===== src/rtl/core/utf8_stream_decoder_assert.svh =====
// assertion macros for the utf8 stream decoder
`ifndef UTF8_STREAM_DECODER_ASSERT_SVH
`define UTF8_STREAM_DECODER_ASSERT_SVH

// same-cycle implication, checked outside reset
`define UTF8SD_ASSERT_NOW(label, clk, rst, ante, cons) \
   label: assert property (@(posedge clk) disable iff (rst) (ante) |-> (cons)) \
      else $error("utf8 stream decoder check failed");

// next-cycle implication, checked outside reset
`define UTF8SD_ASSERT_NEXT(label, clk, rst, ante, cons) \
   label: assert property (@(posedge clk) disable iff (rst) (ante) |=> (cons)) \
      else $error("utf8 stream decoder check failed");

`endif


===== src/rtl/core/utf8sd_pkg.sv =====
// shared types and constants for the utf8 stream decoder
`default_nettype none

package utf8sd_pkg;

   localparam int unsigned CpWidth = 31;

   localparam logic [CpWidth-1:0] REPLACEMENT = 31'h0000_003F;

   typedef enum logic [1:0] {
      ST_OK      = 2'd0,
      ST_LONE    = 2'd1,
      ST_BAD     = 2'd2,
      ST_INVALID = 2'd3
   } status_type;

   // lead that still waits for the overlong check on its first follow word
   typedef enum logic [2:0] {
      OVL_NONE = 3'd0,
      OVL_E0   = 3'd1,
      OVL_F0   = 3'd2,
      OVL_F8   = 3'd3,
      OVL_FC   = 3'd4
   } ovl_kind_type;

   typedef struct packed {
      logic [2:0]         bytes_remaining;
      logic [CpWidth-1:0] partial_value;
      logic               sequence_bad;
      ovl_kind_type       ovl_kind;
   } dec_state_type;

   typedef struct packed {
      logic               valid;
      logic [CpWidth-1:0] code_point;
      status_type         status;
      logic               final_result;
   } dec_result_type;

   localparam dec_state_type STATE_IDLE = '{
      bytes_remaining: 3'd0,
      partial_value:   '0,
      sequence_bad:    1'b0,
      ovl_kind:        OVL_NONE
   };

endpackage

`default_nettype wire


===== src/rtl/core/utf8sd_step.sv =====
// next-state and result logic for one text word
`default_nettype none

module utf8sd_step
   import utf8sd_pkg::*;
(
   input  dec_state_type  cur_state,
   input  logic [7:0]     data_byte,
   input  logic           end_of_text,
   output dec_state_type  nxt_state,
   output dec_result_type result
);

   logic       cont;
   logic [7:0] limit;
   logic       too_small;
   logic       bad_n;
   logic [2:0] rem_n;
   logic [CpWidth-1:0] pv_n;

   assign cont = (data_byte[7:6] == 2'b10);

   always_comb begin
      case (cur_state.ovl_kind)
         OVL_E0:  limit = 8'hA0;
         OVL_F0:  limit = 8'h90;
         OVL_F8:  limit = 8'h88;
         OVL_FC:  limit = 8'h84;
         default: limit = 8'h00;
      endcase
   end

   assign too_small = cont && (data_byte < limit);
   assign bad_n     = cur_state.sequence_bad | ~cont;
   assign rem_n     = cur_state.bytes_remaining - 3'd1;
   assign pv_n      = (cont && !cur_state.sequence_bad)
                    ? {cur_state.partial_value[CpWidth-7:0], data_byte[5:0]}
                    : cur_state.partial_value;

   always_comb begin
      nxt_state           = cur_state;
      result.valid        = 1'b0;
      result.code_point   = '0;
      result.status       = ST_OK;
      result.final_result = end_of_text;

      if (cur_state.bytes_remaining != 3'd0) begin
         if (too_small) begin
            // overlong form: drop the lead, this word is a lone continuation
            nxt_state     = STATE_IDLE;
            result.valid  = 1'b1;
            result.status = ST_LONE;
         end else if (rem_n == 3'd0 || end_of_text) begin
            nxt_state    = STATE_IDLE;
            result.valid = 1'b1;
            if (bad_n || rem_n != 3'd0) begin
               result.code_point = REPLACEMENT;
               result.status     = ST_BAD;
            end else begin
               result.code_point = pv_n;
            end
         end else begin
            nxt_state.bytes_remaining = rem_n;
            nxt_state.partial_value   = pv_n;
            nxt_state.sequence_bad    = bad_n;
            nxt_state.ovl_kind        = OVL_NONE;
         end
      end else if (!data_byte[7]) begin
         result.valid      = 1'b1;
         result.code_point = {{(CpWidth-8){1'b0}}, data_byte};
      end else if (cont) begin
         result.valid  = 1'b1;
         result.status = ST_LONE;
      end else if (data_byte[7:1] == 7'h60) begin
         // c0 and c1 leads are dropped silently
         nxt_state = STATE_IDLE;
      end else if (data_byte[7:1] == 7'h7F) begin
         result.valid  = 1'b1;
         result.status = ST_INVALID;
      end else if (end_of_text) begin
         result.valid      = 1'b1;
         result.code_point = REPLACEMENT;
         result.status     = ST_BAD;
      end else begin
         nxt_state.sequence_bad = 1'b0;
         if (data_byte[7:1] == 7'h7E) begin
            nxt_state.bytes_remaining = 3'd5;
            nxt_state.partial_value   = {{(CpWidth-1){1'b0}}, data_byte[0]};
         end else if (data_byte[7:2] == 6'h3E) begin
            nxt_state.bytes_remaining = 3'd4;
            nxt_state.partial_value   = {{(CpWidth-2){1'b0}}, data_byte[1:0]};
         end else if (data_byte[7:3] == 5'h1E) begin
            nxt_state.bytes_remaining = 3'd3;
            nxt_state.partial_value   = {{(CpWidth-3){1'b0}}, data_byte[2:0]};
         end else if (data_byte[7:4] == 4'hE) begin
            nxt_state.bytes_remaining = 3'd2;
            nxt_state.partial_value   = {{(CpWidth-4){1'b0}}, data_byte[3:0]};
         end else begin
            nxt_state.bytes_remaining = 3'd1;
            nxt_state.partial_value   = {{(CpWidth-5){1'b0}}, data_byte[4:0]};
         end
         case (data_byte)
            8'hE0:   nxt_state.ovl_kind = OVL_E0;
            8'hF0:   nxt_state.ovl_kind = OVL_F0;
            8'hF8:   nxt_state.ovl_kind = OVL_F8;
            8'hFC:   nxt_state.ovl_kind = OVL_FC;
            default: nxt_state.ovl_kind = OVL_NONE;
         endcase
      end
   end

endmodule

`default_nettype wire


===== src/rtl/core/utf8_stream_decoder.sv =====
// top level of the utf8 stream decoder
// Decodes a stream of text words (one byte each, the last marked by
// end_of_text) into code points, accepting the original 1 to 6 byte forms.
// One word is taken per clock without gaps while rsp_stall is not held: a
// word is held in the input register, is decoded by a single shallow step
// against the sequence state and lands in the result register, which drives
// rsp_valid. A word gives at most one result: leads of longer forms, follow
// words in the middle of a sequence and c0/c1 leads give none. While a result
// waits under rsp_stall the input register can still take one word if it is
// empty, then req_stall rises with it, so throughput drops only when the
// consumer holds rsp_stall. No reset pass is needed.
`default_nettype none

module utf8_stream_decoder
   import utf8sd_pkg::*;
(
   input  logic               clock,
   input  logic               reset,
   input  logic               req_valid,
   output logic               req_stall,
   input  logic [7:0]         req_data_byte,
   input  logic               req_end_of_text,
   output logic               rsp_valid,
   input  logic               rsp_stall,
   output logic [CpWidth-1:0] rsp_code_point,
   output logic [1:0]         rsp_status,
   output logic               rsp_final_result
);

`include "utf8_stream_decoder_assert.svh"

   // input register
   logic       in_valid_ff, in_valid_in;
   logic [7:0] in_byte_ff;
   logic       in_eot_ff;

   // sequence state
   dec_state_type state_ff, state_in;

   // result register
   logic               rsp_valid_ff, rsp_valid_in;
   logic [CpWidth-1:0] rsp_cp_ff;
   status_type         rsp_status_ff;
   logic               rsp_final_ff;

   logic           accept;
   logic           advance;
   logic           take;
   dec_result_type step_res;

   // result register can load when empty or being drained this cycle
   assign advance   = ~rsp_valid_ff | ~rsp_stall;
   assign take      = in_valid_ff & advance;
   assign req_stall = in_valid_ff & ~advance;
   assign accept    = req_valid & ~req_stall;

   utf8sd_step u_step (
      .cur_state   (state_ff),
      .data_byte   (in_byte_ff),
      .end_of_text (in_eot_ff),
      .nxt_state   (state_in),
      .result      (step_res)
   );

   always_comb begin
      in_valid_in = in_valid_ff;
      if (accept) begin
         in_valid_in = 1'b1;
      end else if (take) begin
         in_valid_in = 1'b0;
      end
   end

   // a word that yields nothing leaves the result register empty
   always_comb begin
      rsp_valid_in = rsp_valid_ff;
      if (advance) begin
         rsp_valid_in = take & step_res.valid;
      end
   end

   always_ff @(posedge clock) begin
      if (reset) begin
         in_valid_ff  <= 1'b0;
         rsp_valid_ff <= 1'b0;
         state_ff     <= STATE_IDLE;
      end else begin
         in_valid_ff  <= in_valid_in;
         rsp_valid_ff <= rsp_valid_in;
         if (take) begin
            state_ff <= state_in;
         end
      end
   end

   // payload registers, no reset
   always_ff @(posedge clock) begin
      if (accept) begin
         in_byte_ff <= req_data_byte;
         in_eot_ff  <= req_end_of_text;
      end
      if (advance) begin
         rsp_cp_ff     <= step_res.code_point;
         rsp_status_ff <= step_res.status;
         rsp_final_ff  <= step_res.final_result;
      end
   end

   assign rsp_valid        = rsp_valid_ff;
   assign rsp_code_point   = rsp_cp_ff;
   assign rsp_status       = rsp_status_ff;
   assign rsp_final_result = rsp_final_ff;

   // an overlong check is only pending right after a three-byte or longer lead
   `UTF8SD_ASSERT_NOW(a_ovl_needs_seq, clock, reset,
      state_ff.ovl_kind != OVL_NONE, state_ff.bytes_remaining >= 3'd2)

   // idle state carries no leftovers
   `UTF8SD_ASSERT_NOW(a_idle_clean, clock, reset,
      state_ff.bytes_remaining == 3'd0,
      state_ff.partial_value == '0 && !state_ff.sequence_bad)

   // bad or truncated sequences always report the replacement character
   `UTF8SD_ASSERT_NOW(a_bad_is_repl, clock, reset,
      rsp_valid_ff && rsp_status_ff == ST_BAD, rsp_cp_ff == REPLACEMENT)

   // a word held back by a full result register is not lost
   `UTF8SD_ASSERT_NEXT(a_held_word, clock, reset,
      in_valid_ff && !advance, in_valid_ff && $stable(in_byte_ff))

endmodule

`default_nettype wire

===== config.mk =====
export PLATFORM = sky130hd
export DESIGN_NAME = utf8_stream_decoder
export DESIGN_NICKNAME = d
export VERILOG_FILES = /design/src/rtl/core/utf8sd_pkg.sv /design/src/rtl/core/utf8sd_step.sv /design/src/rtl/core/utf8_stream_decoder.sv
export VERILOG_INCLUDE_DIRS = /design/src /design/src/rtl/core
export SDC_FILE = /design/constraint.sdc
export NUM_CORES = 1
export LEC_CHECK = 0
export BUFFER_PORTS_ARGS = -buffer_cell sky130_fd_sc_hd__buf_2
export CORE_MARGIN = 2
export CORE_UTILIZATION = 56
export DETAILED_ROUTE_END_ITERATION = 10
export HOLD_SLACK_MARGIN = 0.02
export MAX_ROUTING_LAYER = met4
export PLACE_DENSITY = 0.81
export REMOVE_ABC_BUFFERS = 1
export SLEW_MARGIN = 20
export SYNTH_ARGS = -nofsm -noshare
export SYNTH_HDL_FRONTEND = slang
export SYNTH_SLANG_ARGS = --single-unit

===== constraint.sdc =====
create_clock -name clock -period 3.4 [get_ports clock]
set_clock_uncertainty 0.15 [all_clocks]
set_input_delay 1.02 -clock clock [delete_from_list [all_inputs] [get_ports clock]]
set_output_delay 1.02 -clock clock [all_outputs]
set_load 0.05 [all_outputs]

==> results of run 1 <==
-- final cells by class --
class,count,area (µm²)
multi-input cells,159,1170
inverters,7,26.3
clock buffers,11,141
fillers,426,1760
flip-flops and latches,77,1970
clock inverters,5,61.3
well taps,72,90.1
repair buffers,58,315
-- layer usage --
metal,share of wire,up-vias
met5,0,-
met4,0.023,0
met3,0.076,15
met2,0.49,105
met1,0.41,1076
li1,-,1100
-- flip-flops by register name, indices dropped and copies added (netlist names) --
register	flops
rsp_code_point	31
in_valid_ff	1
rsp_status	2
state_ff	32
in_byte_ff	8
in_eot_ff	1
rsp_final_result	1
rsp_valid	1
-- power groups by stage --
stage	clock network (µW)	logic, µW	registers (µW)
final	699	278	1050
after global routing	746	295	1050
after CTS	704	277	1050
after detailed placement	0	276	1070
after global placement	0	274	1070
after floorplan	0	88.4	1170
-- through the flow --
| stage | hold WS (ns) | setup slack (ns) | TNS, ns |
|---|---|---|---|
| 6_report | 0.328 | 0.434 | 0 |
| 2_1_floorplan | 0.284 | -0.983 | -23.32 |
| 3_3_place_gp | 0.299 | 0.387 | 0 |
| 3_5_place_dp | 0.305 | 0.272 | 0 |
| 4_1_cts | 0.326 | 0.232 | 0 |
| 5_1_grt | 0.356 | 0.248 | 0 |
-- cells by family (layout without fill, tap and decap cells) --
group	Yosys count	after routing	share of synthesized area
compound gates	74	74	0.185
xor+xnor	3	3	0.00811
fa+ha+maj	7	7	0.0270
buf+inv	20	81	0.0328
flops	77	77	0.608
simple gates	75	75	0.138
-- worst register-to-register path, cell delays in order, from the launching register on --
cell      delay (ns)
dfxtp_1         0.37
inv_1           0.08
or3_1           0.35
ha_1            0.29
nand4b_1        0.08
a211oi_1        0.30
o21ai_1         0.20
buf_4           0.24
o41ai_2         0.33
buf_4           0.32
a22o_2          0.20
-- path summary, 6_finish.rpt --
kind | from | to | slack [ns] | depth (start not counted)
min reg2reg | state_ff[25] | state_ff[25] | 0.33 | 1
min | state_ff[25] | state_ff[25] | 0.33 | 1
max | state_ff[1] | state_ff[24] | 0.43 | 10
max reg2reg | state_ff[1] | state_ff[24] | 0.43 | 10
-- placed cells by master (no fill, tap or decap), types with 2 or more instances in the layout --
cell type and n:
a21oi_1 6, and3_1 3, buf_4 10, buf_2 48, a22o_2 7, nand3_1 5
clkbuf_8 10, nand2_1 10, nor2_1 8, nand2b_1 3, ha_1 7, xor2_1 2
o211ai_1 2, inv_1 7, o22a_1 2, edfxtp_1 43, nor4b_1 3, or3_1 2
nor3_1 3, nor2b_1 2, a22o_1 15, and2_1 26, o21a_1 2, nand3b_1 3
o21ai_0 4, o21ai_1 2, o32ai_1 2, dfxtp_1 34, clkinvlp_4 3, a32o_1 6
o22ai_1 4, a21o_1 6, a31oi_1 2, a211oi_1 3
==> run_results.csv, run 1 <==
group,metric,value,unit
synth,synth_edf_count,43,
power_and_ir_drop,pwr-share-comb,0.137,
drt,drt_pass1_iterations,4,
grt,gr-total-overflow,0,
synth,syn_area,3240,µm²
drt,drtAntennaViolNets,0,
setup_path,cpPeakStageDelay,0.37,ns
worst_hold_path,hp-class,"flop to flop",
clock_network,clkSinkCount,77,
timing,period_share,0.872,
synth,async_flop_share,0,
grt,grt.total_usage,0.231,
grt,grt_util_met3,0.0596,
setup_path,end_kind,"flop",
timing,worstMarginPinSlew,0.723,ns
grt,grt_pass1_vias,2232,
placement,dpl_cell_area,3570,µm²
drt,first_iter_violations,180,
timing,slew_headroom,0.517,
setup_path,slowest_stage,"dfxtp_1",
clock_network,clk_path_buf_depth,2,
synth,netlist_instances,256,
drt,routedWlPerCell,17.0,µm
setup_path,worstPathCellList,"inv_1, or3_1, ha_1, nand4b_1, a211oi_1, o21ai_1, buf_4, o41ai_2, buf_4, a22o_2",
layout,antenna-diode-count,0,
layout,finalCoreUtilization,0.682,
synth,synth_area_per_cell,12.7,µm²
power_and_ir_drop,p_total,2020,µW
clock_network,cts_buffers,9,
power_and_ir_drop,power_density,535,nW/µm²
clock_network,cts_resized,0,
grt,met1_usage,0.264,
floorplanning,dieWidth,80.1,µm
flow_run,cap_violations,0,
placement,gp_congestion,0.960,
layout,area_delta_synth_final,16.6,%
floorplanning,chipHeight,80.1,µm
synth,synth-seq-cells,77,
placement,dpl.cell_count,373,
setup_path,cp_max_fo,25,
setup_path,arrival,3.11,ns
layout,final_nets,332,
synth,yosysWarnings,0,
drt,via_per_inst,5.90,
timing,rsz0062_at_grt,"false",
synth,yosysUniqueCellTypes,50,
grt,grt_pass1_wl,10.6,mm
timing,period_minus_slack,2.97,ns
floorplanning,io_pins,49,
run_status,outcome,"completed",
power_and_ir_drop,clkPwrFrac,0.346,
clock_network,hold_buffers,0,
setup_path,required,3.55,ns
setup_path,critPathKind,"flop to flop",
clock_network,h-tree-depth,3,
drt,dr_total_vias,2296,
synth,synthDominantCellAreaShare,0.398,
clock_network,cts_setup_buffers,0,
drt,drc_errors,0,
clock_network,insertion_delay,0.36,ns
synth,yosysMostFrequentCell,"edfxtp_1",
synth,yosysTopAreaCell,"edfxtp_1",
power_and_ir_drop,pwr-share-seq,0.517,
power_and_ir_drop,p_int,1460,µW
floorplanning,core_area,5540,µm²
timing,setup_viol,0,
grt,grt_max_degree,36,
timing,report.final.hold_viol_count,0,
setup_path,critPathTopFamily,"compound AO/OA/AOI/OAI gates",
clock_network,path_clk_slew,0.08,ns
grt,grt_busiest_layer,"met2",
drt,wl,6.61,mm
timing,max_freq,337,MHz
synth,synth_area_leaders,"edfxtp_1 40%, dfxtp_1 21%, and2_1 5.0%, a22o_1 4.1%, ha_1 2.7%",
placement,dpl.hpwl,4.56,mm
setup_path,crit_top_cell,"buf_4",
synth,synthFlopType,"edfxtp_1",
power_and_ir_drop,irDropWorstVdd,0.316,mV
synth,ys_seq_area_frac,0.608,
floorplanning,die_area,6410,µm²
layout,final_area,3780,µm²
synth,synth_common_cells,"43 x edfxtp_1, 34 x dfxtp_1, 26 x and2_1, 15 x a22o_1, 10 x nand2_1",
layout,finalNonFillerCells,389,
floorplanning,initial_utilization,0.585,
power_and_ir_drop,p_switching,564,µW
placement,portBuffers,48,
clock_network,cts_tree,"yes",
timing,slew_viol_final,0,
power_and_ir_drop,swShare,0.279,
floorplanning,rows,27,
power_and_ir_drop,p_leak,0.00159,µW
grt,antenna_found_initial,0,
layout,drive_gt1_frac,0.274,
grt,use_met2,0.384,
setup_path,critPathBufInv,3,
clock_network,root_buffer,"clkbuf_8",
setup_path,critPathLaunchType,"flop",
Power figures use the tool's default switching activity.
==> run 2: changes to the inputs <==
--- a/config.mk
+++ b/config.mk
@@ -6,13 +6,14 @@
 export SDC_FILE = /design/constraint.sdc
 export NUM_CORES = 1
 export LEC_CHECK = 0
+export ABC_AREA = 1
 export BUFFER_PORTS_ARGS = -buffer_cell sky130_fd_sc_hd__buf_2
 export CORE_MARGIN = 2
-export CORE_UTILIZATION = 56
+export CORE_UTILIZATION = 59
 export DETAILED_ROUTE_END_ITERATION = 10
 export HOLD_SLACK_MARGIN = 0.02
 export MAX_ROUTING_LAYER = met4
-export PLACE_DENSITY = 0.81
+export PLACE_DENSITY = 0.82
 export REMOVE_ABC_BUFFERS = 1
 export SLEW_MARGIN = 20
 export SYNTH_ARGS = -nofsm -noshare
==> run_results.csv, run 2 <==
group,metric,value,unit
timing,setup_viol,0,
synth,synth_edf_count,43,
placement,portBuffers,48,
synth,yosysTopAreaCell,"edfxtp_1",
flow_run,cap_violations,0,
setup_path,cp_max_fo,2,
layout,nFillCells,659,
drt,drtAntennaViolNets,0,
setup_path,r2r-end,"rsp_code_point[1]",
layout,multi_input_area,1970,µm²
layout,drive_gt1_frac,0.171,
synth,synth_area_leaders,"edfxtp_1 28%, dfxtp_1 18%, nand2_1 12%, nor2_1 9.5%, inv_1 6.5%",
floorplanning,chipHeight,91.9,µm
drt,via_per_inst,5.13,
layout,ff_latch_area,2090,µm²
grt,gr-total-overflow,0,
clock_network,root_buffer,"clkbuf_8",
synth,synth_area_per_cell,7.61,µm²
setup_path,critPathKind,"primary input to output port",
clock_network,clkSinkCount,83,
clock_network,cts_setup_buffers,0,
setup_path,required,2.23,ns
power_and_ir_drop,irDropWorstVdd,0.288,mV
drt,dr_total_vias,3819,
drt,routedWlPerCell,12.4,µm
worst_hold_path,min_from,"state_ff[29]",
setup_path,r2r-start,"in_byte_ff[6]",
worst_hold_path,hp-class,"flop to flop",
drt,drc_errors,0,
clock_network,h-tree-depth,3,
floorplanning,core_area,7610,µm²
grt,grt_max_degree,55,
synth,synth-seq-cells,83,
setup_path,rrSetupSlack,0.95,ns
layout,area_delta_synth_final,9.14,%
power_and_ir_drop,p_leak,0.00230,µW
floorplanning,rows,32,
layout,regMostFlops,"state_ff",
timing,slew_headroom,0.455,
power_and_ir_drop,p_total,2340,µW
synth,yosysUniqueCellTypes,33,
synth,syn_area,4560,µm²
clock_network,cts_tree,"yes",
layout,antenna-diode-count,0,
clock_network,clk_path_buf_depth,2,
floorplanning,die_area,8450,µm²
clock_network,insertion_delay,0.35,ns
grt,grt_pass1_vias,3554,
timing,period_share,0.798,
clock_network,cts_buffers,9,
drt,wl,9.24,mm
synth,synthDominantCellAreaShare,0.283,
grt,grt_pass1_wl,15.7,mm
placement,dpl.hpwl,6.14,mm
setup_path,critPathLaunchType,"primary input",
placement,gp_congestion,0.925,
power_and_ir_drop,power_density,471,nW/µm²
floorplanning,dieWidth,91.9,µm
timing,worstMarginPinSlew,0.816,ns
setup_path,end_kind,"output port",
run_status,outcome,"completed",
timing,rsz0062_at_grt,"false",
timing,period_minus_slack,2.71,ns
synth,synthFlopType,"edfxtp_1",
clock_network,cts_resized,0,
grt,antenna_found_initial,0,
timing,hold_slack,0.347,ns
synth,ys_seq_area_frac,0.459,
drt,drt_pass1_iterations,5,
timing,max_freq,369,MHz
timing,report.final.hold_viol_count,0,
synth,yosysMostFrequentCell,"nand2_1",
layout,final_nets,657,
layout,final_common_cell,"nand2_1",
synth,netlist_instances,599,
grt,grt.total_usage,0.240,
timing,slew_viol_final,0,
clock_network,path_clk_slew,0.10,ns
setup_path,rr_worst_depth,8,
synth,async_flop_share,0,
layout,largest_register_ffs,38,
worst_hold_path,hold_depth,2,
synth,synth_common_cells,"142 x nand2_1, 115 x nor2_1, 79 x inv_1, 43 x edfxtp_1, 43 x nand3_1",
worst_hold_path,holdPathEnd,"state_ff[29]",
floorplanning,io_pins,49,
synth,yosysWarnings,0,
layout,final_cell_mix,"142 x nand2_1, 115 x nor2_1, 79 x inv_1",
layout,finalCoreUtilization,0.654,
floorplanning,initial_utilization,0.599,
drt,first_iter_violations,332,
clock_network,hold_buffers,0,
setup_path,arrival,1.54,ns
timing,finalSetupTns,0,ns
run 2: stage by stage:
stage          worst slack [ns]  area, µm²  std cells
6_report                  0.688       4980        744
4_1_cts                   0.679       4980        744
3_5_place_dp              0.596       4800        728
5_1_grt                   0.635       4980        744
3_3_place_gp              0.691       4800        728
2_1_floorplan            0.0199       4380        573
run 2: worst max-delay path: stages:
cell and delay (ns):
buf_2 0.09, nand2_2 0.05, nor2_1 0.11, buf_2 0.28
run 2: report_power, final:
group          total, µW  internal (µW)  switching [µW]
Clock                648            272             376
Combinational        526            148             378
Sequential          1170           1130            43.4
Total               2340           1550             797
run 2: kinds of logic after synthesis:
logic type,synth area share
buf+inv,0.108
flops,0.459
simple gates,0.333
compound gates,0.0793
xor+xnor,0.00192
fa+ha+maj,0.0192
run 2: worst max path at each step:
| stage | from | endpoint | slack (ns) | cells past startpoint |
|---|---|---|---|---|
| after global routing | rsp_stall | req_stall | 0.64 | 4 |
| after global placement | rsp_stall | req_stall | 0.69 | 4 |
| after floorplan | rsp_stall | req_stall | 0.02 | 2 |
| after CTS | rsp_stall | req_stall | 0.68 | 4 |
| after detailed placement | rsp_stall | state_ff[20] | 0.60 | 11 |
| final | rsp_stall | req_stall | 0.69 | 4 |
run 2: final cells by class:
cell class	count	share of cell area
clock buffer	10	0.0256
clock inverter	6	0.00981
inverter	84	0.0634
multi-input combinational	406	0.397
sequential	83	0.420
tap	102	0.0256
timing repair buffer	53	0.0583
run 2: metal layers:
metal  part of all wire  vias to the layer above  GRT usage
met4              0.022                        0      0.101
met2               0.48                      155      0.396
met5                  0                        -          -
li1                   -                     1952          -
met3              0.074                       22     0.0419
met1               0.42                     1690      0.293
